--- config.mk ---
export PLATFORM = sky130hd
export DESIGN_NAME = gdrc_queue
export DESIGN_NICKNAME = d
export VERILOG_FILES = /design/src/hw/rtl/gdrc_pkg.sv /design/src/hw/rtl/gdrc_queue.sv
export SDC_FILE = /design/constraint.sdc
export NUM_CORES = 1
export LEC_CHECK = 0
export BUFFER_PORTS_ARGS = -buffer_cell sky130_fd_sc_hd__buf_2
export CORE_ASPECT_RATIO = 1.1
export CORE_MARGIN = 4
export CORE_UTILIZATION = 40
export CTS_CLUSTER_DIAMETER = 40
export DETAILED_ROUTE_END_ITERATION = 8
export SKIP_CTS_REPAIR_TIMING = 1
export SLEW_MARGIN = 0
export SYNTH_ARGS = -nofsm -noshare
export SYNTH_HDL_FRONTEND = slang
export SYNTH_SLANG_ARGS = --single-unit
--- constraint.sdc ---
create_clock -name clock -period 3.8 [get_ports clock]
set_clock_uncertainty 0.05 [all_clocks]
set_input_delay 0.38 -clock clock [delete_from_list [all_inputs] [get_ports clock]]
set_output_delay 0.38 -clock clock [all_outputs]
set_load 0.01 [all_outputs]
--- src/hw/rtl/gdrc_pkg.sv ---
// shared types, constants and the sine table builder of the column raycaster
package gdrc_pkg;

   localparam int DIVIDEND_W = 27;
   localparam int DIVISOR_W  = 20;
   localparam int DIV_CNT_W  = 5;
   localparam int CELL_W     = 8;
   localparam int SIDE_W     = 54;
   localparam int DELTA_W    = 41;
   localparam int PROD_W     = 25;

   localparam logic CMD_MAP_WRITE = 1'b0;
   localparam logic CMD_CAST      = 1'b1;

   localparam logic [1:0] CSR_PLAYER_X     = 2'd0;
   localparam logic [1:0] CSR_PLAYER_Y     = 2'd1;
   localparam logic [1:0] CSR_PLAYER_ANGLE = 2'd2;
   localparam logic [1:0] CSR_VIEW_SPAN    = 2'd3;

   localparam logic [15:0] RESET_PLAYER_X     = 16'd6144;
   localparam logic [15:0] RESET_PLAYER_Y     = 16'd6144;
   localparam logic [15:0] RESET_PLAYER_ANGLE = 16'd0;
   localparam logic [14:0] RESET_VIEW_SPAN    = 15'd10923;

   localparam logic [19:0] MIN_DIST  = 20'd41;
   localparam logic [19:0] MAX_DIST  = 20'hFFFFF;
   localparam logic [20:0] SHADE_CAP = 21'd55706;
   localparam logic [16:0] SHADE_ONE = 17'd65536;
   localparam logic [DIVIDEND_W-1:0] RECIP_ONE = 27'h400_0000;

   localparam logic [1:0] CH_RED   = 2'd0;
   localparam logic [1:0] CH_GREEN = 2'd1;
   localparam logic [1:0] CH_BLUE  = 2'd2;

   typedef struct packed {
      logic        is_cast;
      logic [3:0]  row_index;
      logic [15:0] row_walls;
      logic [PROD_W-1:0] col_prod;
   } entry_type;

   typedef struct packed {
      logic [DIVIDEND_W-1:0] dividend;
      logic [DIVISOR_W-1:0]  divisor;
   } div_req_type;

   typedef struct packed {
      logic busy;
      logic done;
      logic [DIVIDEND_W-1:0] quotient;
   } div_status_type;

   // wall base colour per side and channel
   function automatic logic [7:0] base_colour(input logic side, input logic [1:0] ch);
      logic [7:0] c;
      c = 8'h00;
      case ({side, ch})
         {1'b0, CH_RED}:   c = 8'h55;
         {1'b0, CH_GREEN}: c = 8'h88;
         {1'b0, CH_BLUE}:  c = 8'hAA;
         {1'b1, CH_RED}:   c = 8'h33;
         {1'b1, CH_GREEN}: c = 8'h55;
         {1'b1, CH_BLUE}:  c = 8'h77;
         default:          c = 8'h00;
      endcase
      return c;
   endfunction

   // sine in signed q1.14 from a 16-bit phase, taylor series on the folded quarter wave
   function automatic logic signed [15:0] sine_from_phase(input longint unsigned phase);
      longint unsigned quad;
      longint unsigned r;
      longint unsigned x;
      longint unsigned x2;
      longint unsigned t;
      longint unsigned v;
      logic signed [15:0] v16;
      quad = (phase >> 14) & 64'd3;
      r = phase & 64'h3FFF;
      if (quad[0]) r = 64'd16384 - r;
      x = r * 64'd102944;
      x2 = (x * x) >> 30;
      t = (64'd1 << 30) - x2 / 64'd110;
      t = (64'd1 << 30) - ((x2 * t) >> 30) / 64'd72;
      t = (64'd1 << 30) - ((x2 * t) >> 30) / 64'd42;
      t = (64'd1 << 30) - ((x2 * t) >> 30) / 64'd20;
      t = (64'd1 << 30) - ((x2 * t) >> 30) / 64'd6;
      v = (((x * t) >> 30) + 64'd32768) >> 16;
      if (v > 64'd16384) v = 64'd16384;
      v16 = v[15:0];
      return (quad >= 64'd2) ? -v16 : v16;
   endfunction

endpackage

--- src/hw/rtl/gdrc_queue.sv ---
// two-entry queue between the front end and the marching engine
module gdrc_queue (
   input  logic                clock,
   input  logic                reset,
   input  logic                push,
   input  gdrc_pkg::entry_type push_entry,
   input  logic                pop,
   output gdrc_pkg::entry_type head,
   output logic                full,
   output logic                empty
);

   gdrc_pkg::entry_type entries_ff [2];
   logic       wr_ptr_ff, wr_ptr_in;
   logic       rd_ptr_ff, rd_ptr_in;
   logic [1:0] count_ff, count_in;

   assign full  = (count_ff == 2'd2);
   assign empty = (count_ff == 2'd0);
   assign head  = entries_ff[rd_ptr_ff];

   always_comb begin
      wr_ptr_in = push ? ~wr_ptr_ff : wr_ptr_ff;
      rd_ptr_in = pop ? ~rd_ptr_ff : rd_ptr_ff;
      count_in  = count_ff + 2'(push) - 2'(pop);
   end

   always_ff @(posedge clock) begin
      if (reset) begin
         wr_ptr_ff <= 1'b0;
         rd_ptr_ff <= 1'b0;
         count_ff  <= 2'd0;
      end else begin
         wr_ptr_ff <= wr_ptr_in;
         rd_ptr_ff <= rd_ptr_in;
         count_ff  <= count_in;
      end
      if (push) entries_ff[wr_ptr_ff] <= push_entry;
   end

endmodule

==> flow_metrics.env <==
export IMPL_rows=36
export IMPL_synth_seq_cells=97
export IMPL_vias_per_cell=4.58
export IMPL_place_gp_congestion=0.668
export IMPL_cp_end_kind="output port"
export IMPL_drt_wl_total_um=6300
export IMPL_grt_pass1_vias=1836
export IMPL_slew_violations=0
export IMPL_antennaDiodeCount=0
export IMPL_cts_tree="built"
export IMPL_die_w_um=100
export IMPL_cap_violations=0
export IMPL_worstPathArrival_ps=1910
export IMPL_ys_seq_area_share_pct=76.6
export IMPL_critPathLaunchType="flip-flop"
export IMPL_syn_cell_area_um2=3740
export IMPL_syn_avg_cell_area_um2=22.8
export IMPL_io_buffers=97
export IMPL_track_usage_pct=11.8
export IMPL_crit_fanout=29
export IMPL_crit_chain="buf_12 -> mux2_2 -> buf_2"
export IMPL_synth_fp_nets=216
export IMPL_synth_ff_type="edfxtp_1"
export IMPL_path_buf_inv=2
export IMPL_yosys_area_share_simple_pct=1.17
export IMPL_fp_dieH_um=109
export IMPL_crit_type="reg2out"
export IMPL_synth_most_common_cell="edfxtp_1"
export IMPL_finalSetupTns_ps=0
export IMPL_synthToLayoutAreaGrowth_pct=21.1
export IMPL_synthDistinctLibCells=13
export IMPL_grt_pass1_wl_um=9480
export IMPL_fin_nets=322
export IMPL_synthCells=164
export IMPL_hold_path_class="in2reg"
export IMPL_dieArea_um2=11000
export IMPL_synthMuxAreaShare_pct=17.9
export IMPL_finalCritPeriodShare_pct=61.7
export IMPL_synth_area_leaders="edfxtp_1 74%, mux2_4 16%, dfxtp_1 2.7%, buf_12 2.1%, mux2_2 1.8%"
export IMPL_h_tree_depth=3
export IMPL_synth_edff_count=92
export IMPL_synthArstFlopShare_pct=0
export IMPL_core_um2=9010
export IMPL_cts_root_buf="clkbuf_8"
export IMPL_synth_xor_xnor_area_share_pct=1.07
export IMPL_critical_path_max_stage_delay_ps=730
export IMPL_total_power_mw=2.25
export IMPL_fin_crit_ps=2340
export IMPL_path_delay_family="flip-flops"
export IMPL_insertion_delay_ps=350
export IMPL_yosysWarnings=0
export IMPL_dr_total_vias=1782
export IMPL_p_leak_nw=1.80
export IMPL_fin_area_um2=4530
export IMPL_finalHoldViolations=0
export IMPL_status="finished, final reports clean"
export IMPL_ios=98
export IMPL_drive_gt1_share_pct=59.6
export IMPL_synth_top_area_share_pct=73.9
export IMPL_place_hpwl_um=4290
export IMPL_post_drt_wl_per_cell_um=16.2
export IMPL_synth_compound_area_share_pct=0
export IMPL_power_density_nw_per_um2=496
export IMPL_cts_buffers=9
export IMPL_grt_remaining_overflow=0
export IMPL_antenna_found_initial=1
export IMPL_worst_pin_slew_ps=931
export IMPL_grt_max_degree=38
export IMPL_fin_hold_ws_ps=160
export IMPL_cp_data_required_time_ps=3370
export IMPL_drc=0
export IMPL_place_area_um2=4320
export IMPL_fmaxAchievable_ghz=0.427
export IMPL_peakVddDrop_mv=0.226
export IMPL_cpMaxStageDelayCell="dfxtp_2"
export IMPL_clk_path_buf_depth=2
export IMPL_yosys_area_share_adder_pct=0.669
export IMPL_setup_viol=0
export IMPL_relSlewSlack_pct=38.0
export IMPL_synth_top_family_by_area="multiplexers"
export IMPL_rsz0062_at_grt="false"
export IMPL_final_antenna_net_count=0
export IMPL_fill_cells=799
export IMPL_synth_largest_area_cell="edfxtp_1"
export IMPL_clock_sinks=97
export IMPL_drtIter0Drc=69
export IMPL_clkTransAtPathRegs_ps=90
export IMPL_synthTopCellsByCount="92 x edfxtp_1, 40 x mux2_4, 6 x mux2_2"
export IMPL_start_util_pct=41.5
export IMPL_dr_pass1_iters=4
## registers in the layout, summed over array words and instances (netlist names), named ones only
| signal | cells |
|---|---|
| count_ff | 2 |
| entries_ff | 92 |
| rd_ptr_ff | 1 |
| wr_ptr_ff | 1 |
## final timing paths
path / startpoint / to / slack, ps / cells after the start
setup / recovery: flip-flop / head[45] / 1460 / 3
hold / removal: push_entry[29] / entries_ff[0][29] / 160 / 1
setup reg to reg: wr_ptr_ff / entries_ff[1][20] / 1900 / 2
hold reg to reg: rd_ptr_ff / rd_ptr_ff / 480 / 2
## final cells by class
type	count	area, um^2	area share, %
Clock buffer	12	155	3.43
Sequential cell	97	2860	63.3
Tap cell	114	143	3.15
Multi-Input combinational cell	60	786	17.4
Inverter	2	7.51	0.166
Clock inverter	4	51.3	1.13
Timing Repair Buffer	100	520	11.5
## power by group
group | switching [mW] | total, mW | internal (mW)
sequential | 0.0293 | 1.27 | 1.25
combinational | 0.134 | 0.296 | 0.162
clock | 0.334 | 0.675 | 0.341
total | 0.498 | 2.25 | 1.75
## routing by layer
| layer | share of wire, % | global-route usage [%] | wire (um) | vias up |
|---|---|---|---|---|
| met2 | 50 | 20.0 | 3150 | 66 |
| met3 | 6.4 | 3.55 | 402 | 16 |
| met4 | 3.2 | 7.22 | 200 | 2 |
| li1 | - | - | - | 844 |
| met5 | 0.16 | 0 | 10 | - |
| met1 | 40 | 13.1 | 2530 | 854 |
## cells by family after synthesis
logic type                 count (synthesis)
xor gates and xnor gates                   3
adders and majority gates                  2
buffers and inverters                      7
DFF                                       97
muxes                                     46
and+or+nand+nor                            9
## stage by stage
stage / worst slack [ps] / cells / util [%]
after floorplan: 869 / 164 / -
after global placement: 1800 / 373 / 48.0
after detailed placement: 1760 / 373 / 48.0
after CTS: 1380 / 389 / 50.2
after global routing: 1320 / 389 / 50.2
final: 1460 / 389 / 50.2
## cell usage in the layout, fill, tap and decap left out, types with 4 or more instances in the layout
cell type / Yosys / routed
mux2_2: 6 / 6
buf_2: 0 / 97
dfxtp_1: 5 / 4
clkbuf_8: 0 / 11
nor2_1: 5 / 5
edfxtp_1: 92 / 92
mux2_4: 40 / 40
No activity file was read; power rests on OpenSTA's default activity.
