File: src/hw/rtl/gdrc_pkg.sv
// shared types, constants and the sine table builder of the column raycaster
package gdrc_pkg;

   localparam int DIVIDEND_W = 27;
   localparam int DIVISOR_W  = 20;
   localparam int DIV_CNT_W  = 5;
   localparam int CELL_W     = 8;
   localparam int SIDE_W     = 54;
   localparam int DELTA_W    = 41;
   localparam int PROD_W     = 25;

   localparam logic CMD_MAP_WRITE = 1'b0;
   localparam logic CMD_CAST      = 1'b1;

   localparam logic [1:0] CSR_PLAYER_X     = 2'd0;
   localparam logic [1:0] CSR_PLAYER_Y     = 2'd1;
   localparam logic [1:0] CSR_PLAYER_ANGLE = 2'd2;
   localparam logic [1:0] CSR_VIEW_SPAN    = 2'd3;

   localparam logic [15:0] RESET_PLAYER_X     = 16'd6144;
   localparam logic [15:0] RESET_PLAYER_Y     = 16'd6144;
   localparam logic [15:0] RESET_PLAYER_ANGLE = 16'd0;
   localparam logic [14:0] RESET_VIEW_SPAN    = 15'd10923;

   localparam logic [19:0] MIN_DIST  = 20'd41;
   localparam logic [19:0] MAX_DIST  = 20'hFFFFF;
   localparam logic [20:0] SHADE_CAP = 21'd55706;
   localparam logic [16:0] SHADE_ONE = 17'd65536;
   localparam logic [DIVIDEND_W-1:0] RECIP_ONE = 27'h400_0000;

   localparam logic [1:0] CH_RED   = 2'd0;
   localparam logic [1:0] CH_GREEN = 2'd1;
   localparam logic [1:0] CH_BLUE  = 2'd2;

   typedef struct packed {
      logic        is_cast;
      logic [3:0]  row_index;
      logic [15:0] row_walls;
      logic [PROD_W-1:0] col_prod;
   } entry_type;

   typedef struct packed {
      logic [DIVIDEND_W-1:0] dividend;
      logic [DIVISOR_W-1:0]  divisor;
   } div_req_type;

   typedef struct packed {
      logic busy;
      logic done;
      logic [DIVIDEND_W-1:0] quotient;
   } div_status_type;

   // wall base colour per side and channel
   function automatic logic [7:0] base_colour(input logic side, input logic [1:0] ch);
      logic [7:0] c;
      c = 8'h00;
      case ({side, ch})
         {1'b0, CH_RED}:   c = 8'h55;
         {1'b0, CH_GREEN}: c = 8'h88;
         {1'b0, CH_BLUE}:  c = 8'hAA;
         {1'b1, CH_RED}:   c = 8'h33;
         {1'b1, CH_GREEN}: c = 8'h55;
         {1'b1, CH_BLUE}:  c = 8'h77;
         default:          c = 8'h00;
      endcase
      return c;
   endfunction

   // sine in signed q1.14 from a 16-bit phase, taylor series on the folded quarter wave
   function automatic logic signed [15:0] sine_from_phase(input longint unsigned phase);
      longint unsigned quad;
      longint unsigned r;
      longint unsigned x;
      longint unsigned x2;
      longint unsigned t;
      longint unsigned v;
      logic signed [15:0] v16;
      quad = (phase >> 14) & 64'd3;
      r = phase & 64'h3FFF;
      if (quad[0]) r = 64'd16384 - r;
      x = r * 64'd102944;
      x2 = (x * x) >> 30;
      t = (64'd1 << 30) - x2 / 64'd110;
      t = (64'd1 << 30) - ((x2 * t) >> 30) / 64'd72;
      t = (64'd1 << 30) - ((x2 * t) >> 30) / 64'd42;
      t = (64'd1 << 30) - ((x2 * t) >> 30) / 64'd20;
      t = (64'd1 << 30) - ((x2 * t) >> 30) / 64'd6;
      v = (((x * t) >> 30) + 64'd32768) >> 16;
      if (v > 64'd16384) v = 64'd16384;
      v16 = v[15:0];
      return (quad >= 64'd2) ? -v16 : v16;
   endfunction

endpackage

File: src/hw/rtl/gdrc_front.sv
// front end: takes request transfers, classifies them and forms the queue entry
module gdrc_front (
   input  logic                clock,
   input  logic                reset,
   input  logic                req_valid,
   output logic                req_ready,
   input  logic                req_command,
   input  logic [9:0]          req_column,
   input  logic [3:0]          req_row_index,
   input  logic [15:0]         req_row_walls,
   input  logic [14:0]         view_span,
   input  logic                q_full,
   output logic                q_push,
   output gdrc_pkg::entry_type q_entry
);

   logic                slot_valid_ff, slot_valid_in;
   gdrc_pkg::entry_type slot_ff, slot_in;
   logic                accept;

   assign q_push    = slot_valid_ff && !q_full;
   assign req_ready = !slot_valid_ff || !q_full;
   assign accept    = req_valid && req_ready;
   assign q_entry   = slot_ff;

   always_comb begin
      slot_valid_in = slot_valid_ff;
      slot_in       = slot_ff;
      if (q_push) slot_valid_in = 1'b0;
      if (accept) begin
         slot_valid_in     = 1'b1;
         slot_in.is_cast   = (req_command == gdrc_pkg::CMD_CAST);
         slot_in.row_index = req_row_index;
         slot_in.row_walls = req_row_walls;
         // column times field of view, scaled to an angle offset later
         slot_in.col_prod  = gdrc_pkg::PROD_W'(req_column) * gdrc_pkg::PROD_W'(view_span);
      end
   end

   always_ff @(posedge clock) begin
      if (reset) slot_valid_ff <= 1'b0;
      else       slot_valid_ff <= slot_valid_in;
      slot_ff <= slot_in;
   end

endmodule

File: config.mk
export PLATFORM = sky130hd
export DESIGN_NAME = gdrc_front
export DESIGN_NICKNAME = d
export VERILOG_FILES = /design/src/hw/rtl/gdrc_pkg.sv /design/src/hw/rtl/gdrc_front.sv
export SDC_FILE = /design/constraint.sdc
export NUM_CORES = 1
export LEC_CHECK = 0
export ABC_AREA = 0
export ABC_CLOCK_PERIOD_IN_PS = 8080
export BUFFER_PORTS_ARGS = -buffer_cell sky130_fd_sc_hd__buf_2
export CAP_MARGIN = 20
export CORE_ASPECT_RATIO = 2
export CORE_UTILIZATION = 64
export DETAILED_ROUTE_END_ITERATION = 12
export GPL_TIMING_DRIVEN = 0
export HOLD_SLACK_MARGIN = 0.1
export MAX_ROUTING_LAYER = met4
export PLACE_DENSITY_LB_ADDON = 0.15
export SETUP_SLACK_MARGIN = 0.1
export SLEW_MARGIN = 0
export SYNTH_ARGS = -nofsm -noshare
export SYNTH_HDL_FRONTEND = slang
export SYNTH_SLANG_ARGS = --single-unit
export TNS_END_PERCENT = 50
File: constraint.sdc
create_clock -name clock -period 8.08 [get_ports clock]
set_input_delay 0.404 -clock clock [delete_from_list [all_inputs] [get_ports clock]]
set_output_delay 0.404 -clock clock [all_outputs]
set_load 0.1 [all_outputs]
==> impl_metrics.toml, run 1 <==
[run_status]
outcome = "did not finish"
lastStage = "detailed routing"
stop_error = "[ERROR DRT-0255] Maze Route cannot find path of net clock in worker of routeBox ( 48300 0 ) ( 72385 48300 )."

[clock_tree]
ctsResizeCount = 0
h-tree-depth = 2
cts_buffer_depth = 2
cts-root-buf = "clkbuf_16"
cts_sinks = 47
cts_inserted_buffers = 5
hold_buffers = 0
postCtsSetupBuffers = 0

[floorplanning]
start_util_pct = 65.38
boundaryPins = 98
die_w_um = 72.39
rows = 51
die_y_um = 142.8

[logic_synthesis]
synth_edf_count = 46
syn_nets = 847
synthArstFlopShare_pct = 0
synth_compound_area_share_pct = 6.511
netlist_area_um2 = 6341
synth_top_family_by_area = "adder cells"
synth.distinct_cells = 41
synth-seq-cells = 47
muxShareOfSynthArea_pct = 0
synth_flop_cell = "edfxtp_1"
synth_area_per_cell_um2 = 9.986
synthAdderAreaFrac_pct = 44.04
synth_xor_area_share_pct = 2.901
synthSimpleGateAreaFrac_pct = 16.28
synthCells = 635
synth_warnings = 0
yosysSeqAreaShare_pct = 22.10

[grt]
grt_max_degree = 47
grt_overflow_total = 0
grt_pass1_wl_um = 23320
antenna_found_initial = 0
grt.total_usage_pct = 31.46
grt_pass1_vias = 4898

[placement]
port_buffers = 84
place.gp.congestion = 0.9178
dp_hpwl_um = 12610
placed_area_um2 = 6948
dp_slack_ps = 2331
==> synth_stat cells (all sizes together) (2+ instances only) <==
master	n	share of area, %
inv	107	6.3
fa	102	32
nand2	86	5.1
and2	83	8.2
ha	60	12
edfxtp	46	22
clkbuf	27	1.6
a21oi	24	1.9
xnor2	14	1.9
o21ai	13	1.0
a21o	10	1.2
nor2	9	0.53
nand3	8	0.63
xor2	7	0.97
and3	5	0.49
a31o	3	0.41
nor2b	3	0.30
o21bai	3	0.36
a2111oi	2	0.37
a31oi	2	0.20
buf	2	0.24
nand4	2	0.20
nor3	2	0.16
o31ai	2	0.24
==> kinds of logic after synthesis <==
kind of cell    after synthesis
simple gates                204
fa+ha+maj                   162
buf+inv                     136
compound gates               65
flops                        47
xor+xnor                     21
==> per-layer routing <==
metal and track usage, %:
met4 18.16, met1 29.65, met3 3.035, met2 59.47
met5 -
==> metrics by stage <==
step                std cells  hold slack (ps)
CTS                       860            274.9
global route              860            276.7
detailed placement        852            545.4
global placement          851            479.9
floorplan                 635            465.3
==> inputs of run 2 (changes only) <==
--- a/config.mk
+++ b/config.mk
@@ -9,14 +9,10 @@
 export ABC_CLOCK_PERIOD_IN_PS = 8080
 export BUFFER_PORTS_ARGS = -buffer_cell sky130_fd_sc_hd__buf_2
 export CAP_MARGIN = 20
-export CORE_ASPECT_RATIO = 2
-export CORE_UTILIZATION = 64
+export CORE_UTILIZATION = 40
 export DETAILED_ROUTE_END_ITERATION = 12
 export GPL_TIMING_DRIVEN = 0
-export HOLD_SLACK_MARGIN = 0.1
-export MAX_ROUTING_LAYER = met4
 export PLACE_DENSITY_LB_ADDON = 0.15
-export SETUP_SLACK_MARGIN = 0.1
 export SLEW_MARGIN = 0
 export SYNTH_ARGS = -nofsm -noshare
 export SYNTH_HDL_FRONTEND = slang
==> run 2 against run 1 <==
Global-route usage fell by 13 points. Area after synthesis did not move. The run now ends clean. Synthesized cell count stayed put.
==> impl_metrics.toml, run 2 <==
[floorplanning]
start_util_pct = 41.41
die_area_um2 = 16360
rows = 45
boundaryPins = 98
die_y_um = 127.9
die_w_um = 127.9
core_area_um2 = 15310

[power]
seqPwrFrac_pct = 14.6
power_leakage_nw = 3.581
power_density_nw_per_um2 = 413.5
netSwitchingFraction_pct = 55.36
p_comb_share_pct = 78.7
clkPwrFrac_pct = 6.6
ir_drop_mv = 0.3059
p_switching_w = 0.001647
p_int_w = 0.001328

[timing]
fmax_mhz = 182.6
fin_setup_tns_ps = 0
grt_setup_unrepaired = "no"
setup-violations-final = 0
hold_violations = 0
slew-limit-headroom_pct = 59.59
worst_pin_slew_ps = 606.2
skew_ps = 4.313
min_period_ps = 5476
maxSlewViolCount = 0
finalCritPeriodShare_pct = 67.77

[finish]
drive_gt1_share_pct = 13.74
nets = 939
diodes = 0
instances_no_fill = 939
largest_reg_flops = 46
area_growth_pct = 13.48
nFillCells = 1523
layout_common_cells = "107 x inv_1, 102 x fa_1, 86 x nand2_1, 84 x buf_2, 82 x and2_1"
mostFrequentLayoutCell = "inv_1"

[drt]
route.detailed.wl_per_inst_um = 14.64
drc_errors = 0
wirelength_um = 13740
vias_per_cell = 4.945
route.vias.total = 4643
drtAntennaViolNets = 0
drt_iter0_drc = 167
dr.pass1.iters = 4

[placement]
port_buffers = 84
dp_hpwl_um = 11790
place.gp.congestion = 0.8913
dp.cells = 931

[logic_synthesis]
yosysSeqAreaShare_pct = 22.10
syn_nets = 847
yosys-top-cells-count = "107 x inv_1, 102 x fa_1, 86 x nand2_1"
synth-seq-cells = 47
synth_area_leaders = "fa_1 32%, edfxtp_1 22%, ha_1 12%, and2_1 8.2%, inv_1 6.3%"
synth_flop_cell = "edfxtp_1"
synth_top_area_share_pct = 32.20
synthArstFlopShare_pct = 0
synth_warnings = 0
yosysMostFrequentCell = "inv_1"
synth_edf_count = 46
netlist_area_um2 = 6341
synthCells = 635
synth_largest_area_cell = "fa_1"
synth.distinct_cells = 41
synth_area_per_cell_um2 = 9.986

[setup_path]
crit_start = "req_column[1]"
crit_type = "input port to flop"
endpoint_kind = "flop"
r2r_slack_ps = 6640
worstPathArrival_ps = 5490
rr_worst_depth = 3
r2r_start = "slot_valid_ff"
timing.rr.end = "q_entry[44]"
crit_fanout = 10
required_ps = 8090
worstSetupStartpointType = "input port"

[grt]
grt_pass1_wl_um = 23790
grt_max_degree = 27
grt_pass1_vias = 4871
antenna_found_initial = 0
grt_overflow_total = 0
grt.total_usage_pct = 18.41

[clock_tree]
path_clk_slew_ps = 60
postCtsSetupBuffers = 0
h-tree-depth = 2
cts_buffer_depth = 2
cts-root-buf = "clkbuf_16"
cts_tree = "done"
hold_buffers = 0
cts_sinks = 47
cts_inserted_buffers = 5
ctsResizeCount = 0
worstSkewPairLatency_ps = 290

[run_status]
outcome = "finished clean"

[hold_path]
hold-path-endpoint = "slot_valid_ff"
hold_path_class = "input port to flop"
hold_depth = 2
worstHoldStart = "reset"

[job]
maxCapViolations = 0
## run 2: power groups by stage
stage / Sequential [W] / Combinational (W) / Clock, W
global placement: 0.000441 / 0.00232 / 0
global route: 0.000440 / 0.00263 / 0.000215
detailed placement: 0.000440 / 0.00235 / 0
CTS: 0.000437 / 0.00237 / 0.000205
floorplan: 0.000878 / 0.00144 / 0
finish: 0.000435 / 0.00234 / 0.000198
## run 2: per-stage QoR
stage               total power, W  hold slack (ps)  area [um2]  util [%]  setup WS, ps
finish                    0.002975            270.9        7196     46.99          2604
global route              0.003286            275.0        7196     46.99          2103
CTS                       0.003008            261.6        7196     46.99          2565
detailed placement        0.002790            500.7        7054     46.06          2278
global placement          0.002764            481.0        7025     45.87          2363
floorplan                 0.002314            465.3        6341         -          3033
## run 2: worst max path at each step
stage                              to  slack (ps)  cells after the start
after global placement    q_entry[17]        2360                     20
final                     q_entry[17]        2600                     19
after CTS                 q_entry[17]        2560                     19
after detailed placement  q_entry[17]        2280                     19
after floorplan           q_entry[17]        3030                     19
after global routing      q_entry[17]        2100                     19
## run 2: cells by family (layout without fill, tap and decap cells)
family	Yosys count	after routing	synth area share (%)
AND/OR/NAND/NOR	204	204	16.28
adder cells (fa/ha/maj)	162	162	44.04
XOR/XNOR	21	21	2.901
flip-flops	47	47	22.10
AO/OA/AOI/OAI	65	65	6.512
buffers and inverters	136	229	8.169
## run 2: cell type report
class | count | area, um2 | area share, %
multi-input combinational | 452 | 4423 | 61.47
sequential | 47 | 1401 | 19.47
timing repair buffer | 85 | 447.9 | 6.225
inverter | 107 | 401.6 | 5.582
tap | 211 | 264.0 | 3.669
clock buffer | 6 | 128.9 | 1.791
buffer | 29 | 116.4 | 1.617
clock inverter | 2 | 12.51 | 0.1739
## run 2: worst max-delay path: stages
cell and delay [ps]:
buf_2 150, clkbuf_1 430, nand2_1 160, fa_1 570
inv_1 60, fa_1 450, ha_1 290, fa_1 490
inv_1 50, fa_1 480, inv_1 40, ha_1 270
buf_6 140, a21oi_1 180, nand2_1 90, o21ai_0 370
o21bai_1 300, a2111oi_0 450, a311oi_1 100
## run 2: routing by layer
layer	routed length (um)	vias up	GRT usage, %
li1	-	2175	-
met3	463	11	2.838
met5	0	-	0
met4	81	0	2.353
met1	5902	2364	23.81
met2	7295	93	33.25
(Power assumes the default switching activity.)
==> inputs of run 3 (changes only) <==
--- a/config.mk
+++ b/config.mk
@@ -6,7 +6,7 @@
 export NUM_CORES = 1
 export LEC_CHECK = 0
 export ABC_AREA = 0
-export ABC_CLOCK_PERIOD_IN_PS = 8080
+export ABC_CLOCK_PERIOD_IN_PS = 4900
 export BUFFER_PORTS_ARGS = -buffer_cell sky130_fd_sc_hd__buf_2
 export CAP_MARGIN = 20
 export CORE_UTILIZATION = 40
==> constraint.sdc (replaced) <==
create_clock -name clock -period 4.9 [get_ports clock]
set_input_delay 0.245 -clock clock [delete_from_list [all_inputs] [get_ports clock]]
set_output_delay 0.245 -clock clock [all_outputs]
set_load 0.1 [all_outputs]
==> run 3 against run 2 <==
Worst setup slack worse by 2400 ps. Final cell count is 0.43% higher. Critical path depth is 2 lower. Hold slack worse by 160 ps. Count of clock-buffer cells in the layout is the same. Non-clock buffer count up 4. Global-route usage barely moved. Via count increased by 0.52%. Die area is the same. Register-to-register slack lost 3200 ps. Cell area increased by 3.3%.
==> impl_metrics.toml, run 3 (synthesized netlist as in run 2, its figures left out) <==
[timing]
worst_pin_slew_ps = 541.4
setup-violations-final = 0
skew_ps = 3.894
finalCritPeriodShare_pct = 95.95
maxSlewViolCount = 0
setup_ws_ps = 198.6
hold_violations = 0
slew-limit-headroom_pct = 63.91
fmax_mhz = 212.7
min_period_ps = 4701

[floorplanning]
die_area_um2 = 16360
core_area_um2 = 15310
start_util_pct = 41.41
die_y_um = 127.9
boundaryPins = 98
rows = 45
die_w_um = 127.9

[setup_path]
crit_fanout = 10
worstPathArrival_ps = 4740
endpoint_kind = "flop"
rr_worst_depth = 3
critPathCapture = "q_entry[22]"
worstSetupStartpointType = "input port"
timing.rr.end = "q_entry[44]"
crit_type = "input port to flop"
r2r_slack_ps = 3460
required_ps = 4940
crit_start = "req_column[6]"
r2r_start = "slot_valid_ff"

[finish]
mostFrequentLayoutCell = "inv_1"
largest_reg_flops = 46
drive_gt1_share_pct = 20.49
diodes = 0
fin_util_pct = 48.51
layout_common_cells = "106 x inv_1, 101 x fa_1, 85 x nand2_1, 83 x buf_2, 82 x and2_1"
instances_no_fill = 943
fin_area_um2 = 7430
nets = 943
area_growth_pct = 17.17

[drt]
drc_errors = 0
drtAntennaViolNets = 0
wirelength_um = 13850
drt_iter0_drc = 174
route.detailed.wl_per_inst_um = 14.69
route.vias.total = 4667
dr.pass1.iters = 4
vias_per_cell = 4.949

[grt]
grt_max_degree = 27
antenna_found_initial = 0
grt.total_usage_pct = 18.43
grt_pass1_wl_um = 23830
grt_pass1_vias = 4896
grt_overflow_total = 0

[run_status]
outcome = "finished clean"

[clock_tree]
cts_sinks = 47
hold_buffers = 0
cts_inserted_buffers = 5
path_clk_slew_ps = 60
cts_tree = "done"
h-tree-depth = 2
cts-root-buf = "clkbuf_16"
worstSkewPairLatency_ps = 290
cts_buffer_depth = 2

[placement]
placed_area_um2 = 7054
dp_hpwl_um = 11790
dp_slack_ps = -742.6
port_buffers = 84
place.gp.congestion = 0.8913
dp.cells = 931

[job]
maxCapViolations = 0

[hold_path]
hold_path_class = "input port to flop"
## run 3: per-layer routing
| metal | GRT usage, % | routed length, um |
|---|---|---|
| met5 | 0 | 0 |
| met4 | 2.353 | 70 |
| met3 | 2.838 | 354 |
| met2 | 33.44 | 7401 |
| met1 | 23.71 | 6023 |
## run 3: worst min path at each step
stage	slack, ps	to	start	cells past startpoint
2_1_floorplan	320	slot_valid_ff	reset	1
3_3_place_gp	400	slot_valid_ff	reset	2
3_5_place_dp	410	slot_valid_ff	reset	2
4_1_cts	100	slot_valid_ff	reset	2
5_1_grt	120	q_entry[35]	req_row_walls[10]	1
6_report	110	slot_valid_ff	reset	2
## run 3: critical path: stages
cell and delay, ps:
buf_2 170, clkbuf_4 240, and2_1 160, fa_1 440, fa_1 570, fa_1 440, fa_1 510, inv_1 50
fa_1 470, inv_1 40, ha_1 240, or2_2 320, a2111oi_2 320, buf_4 190, o31ai_4 70, a21oi_2 160
xnor2_1 90
## run 3: area by class of cell
type | instances | area [um2]
Buffer | 24 | 173.9
Fill cell | 1506 | 7885
Multi-Input combinational cell | 452 | 4517
Inverter | 107 | 401.6
Timing Repair Buffer | 94 | 530.5
Tap cell | 211 | 264.0
Sequential cell | 47 | 1401
Clock inverter | 2 | 12.51
Clock buffer | 6 | 128.9
## run 3: timing repair
action / CTS / global route
setup endpoints to repair: 14 / 14
setup buffers: 2 / 7
resized for setup: 31 / 57
pin swaps: 2 / 8
## run 3: metrics by stage
stage	setup TNS, ps	hold WS, ps
finish	0	111.3
global route	-26.69	116.0
CTS	0	102.6
detailed placement	-7690	407.3
global placement	-7080	403.6
floorplan	0	317.4
Power of run 3 is left out: the tool's default activity adds up to more than one toggle a clock period on the data nets, which glitch-free logic cannot reach.
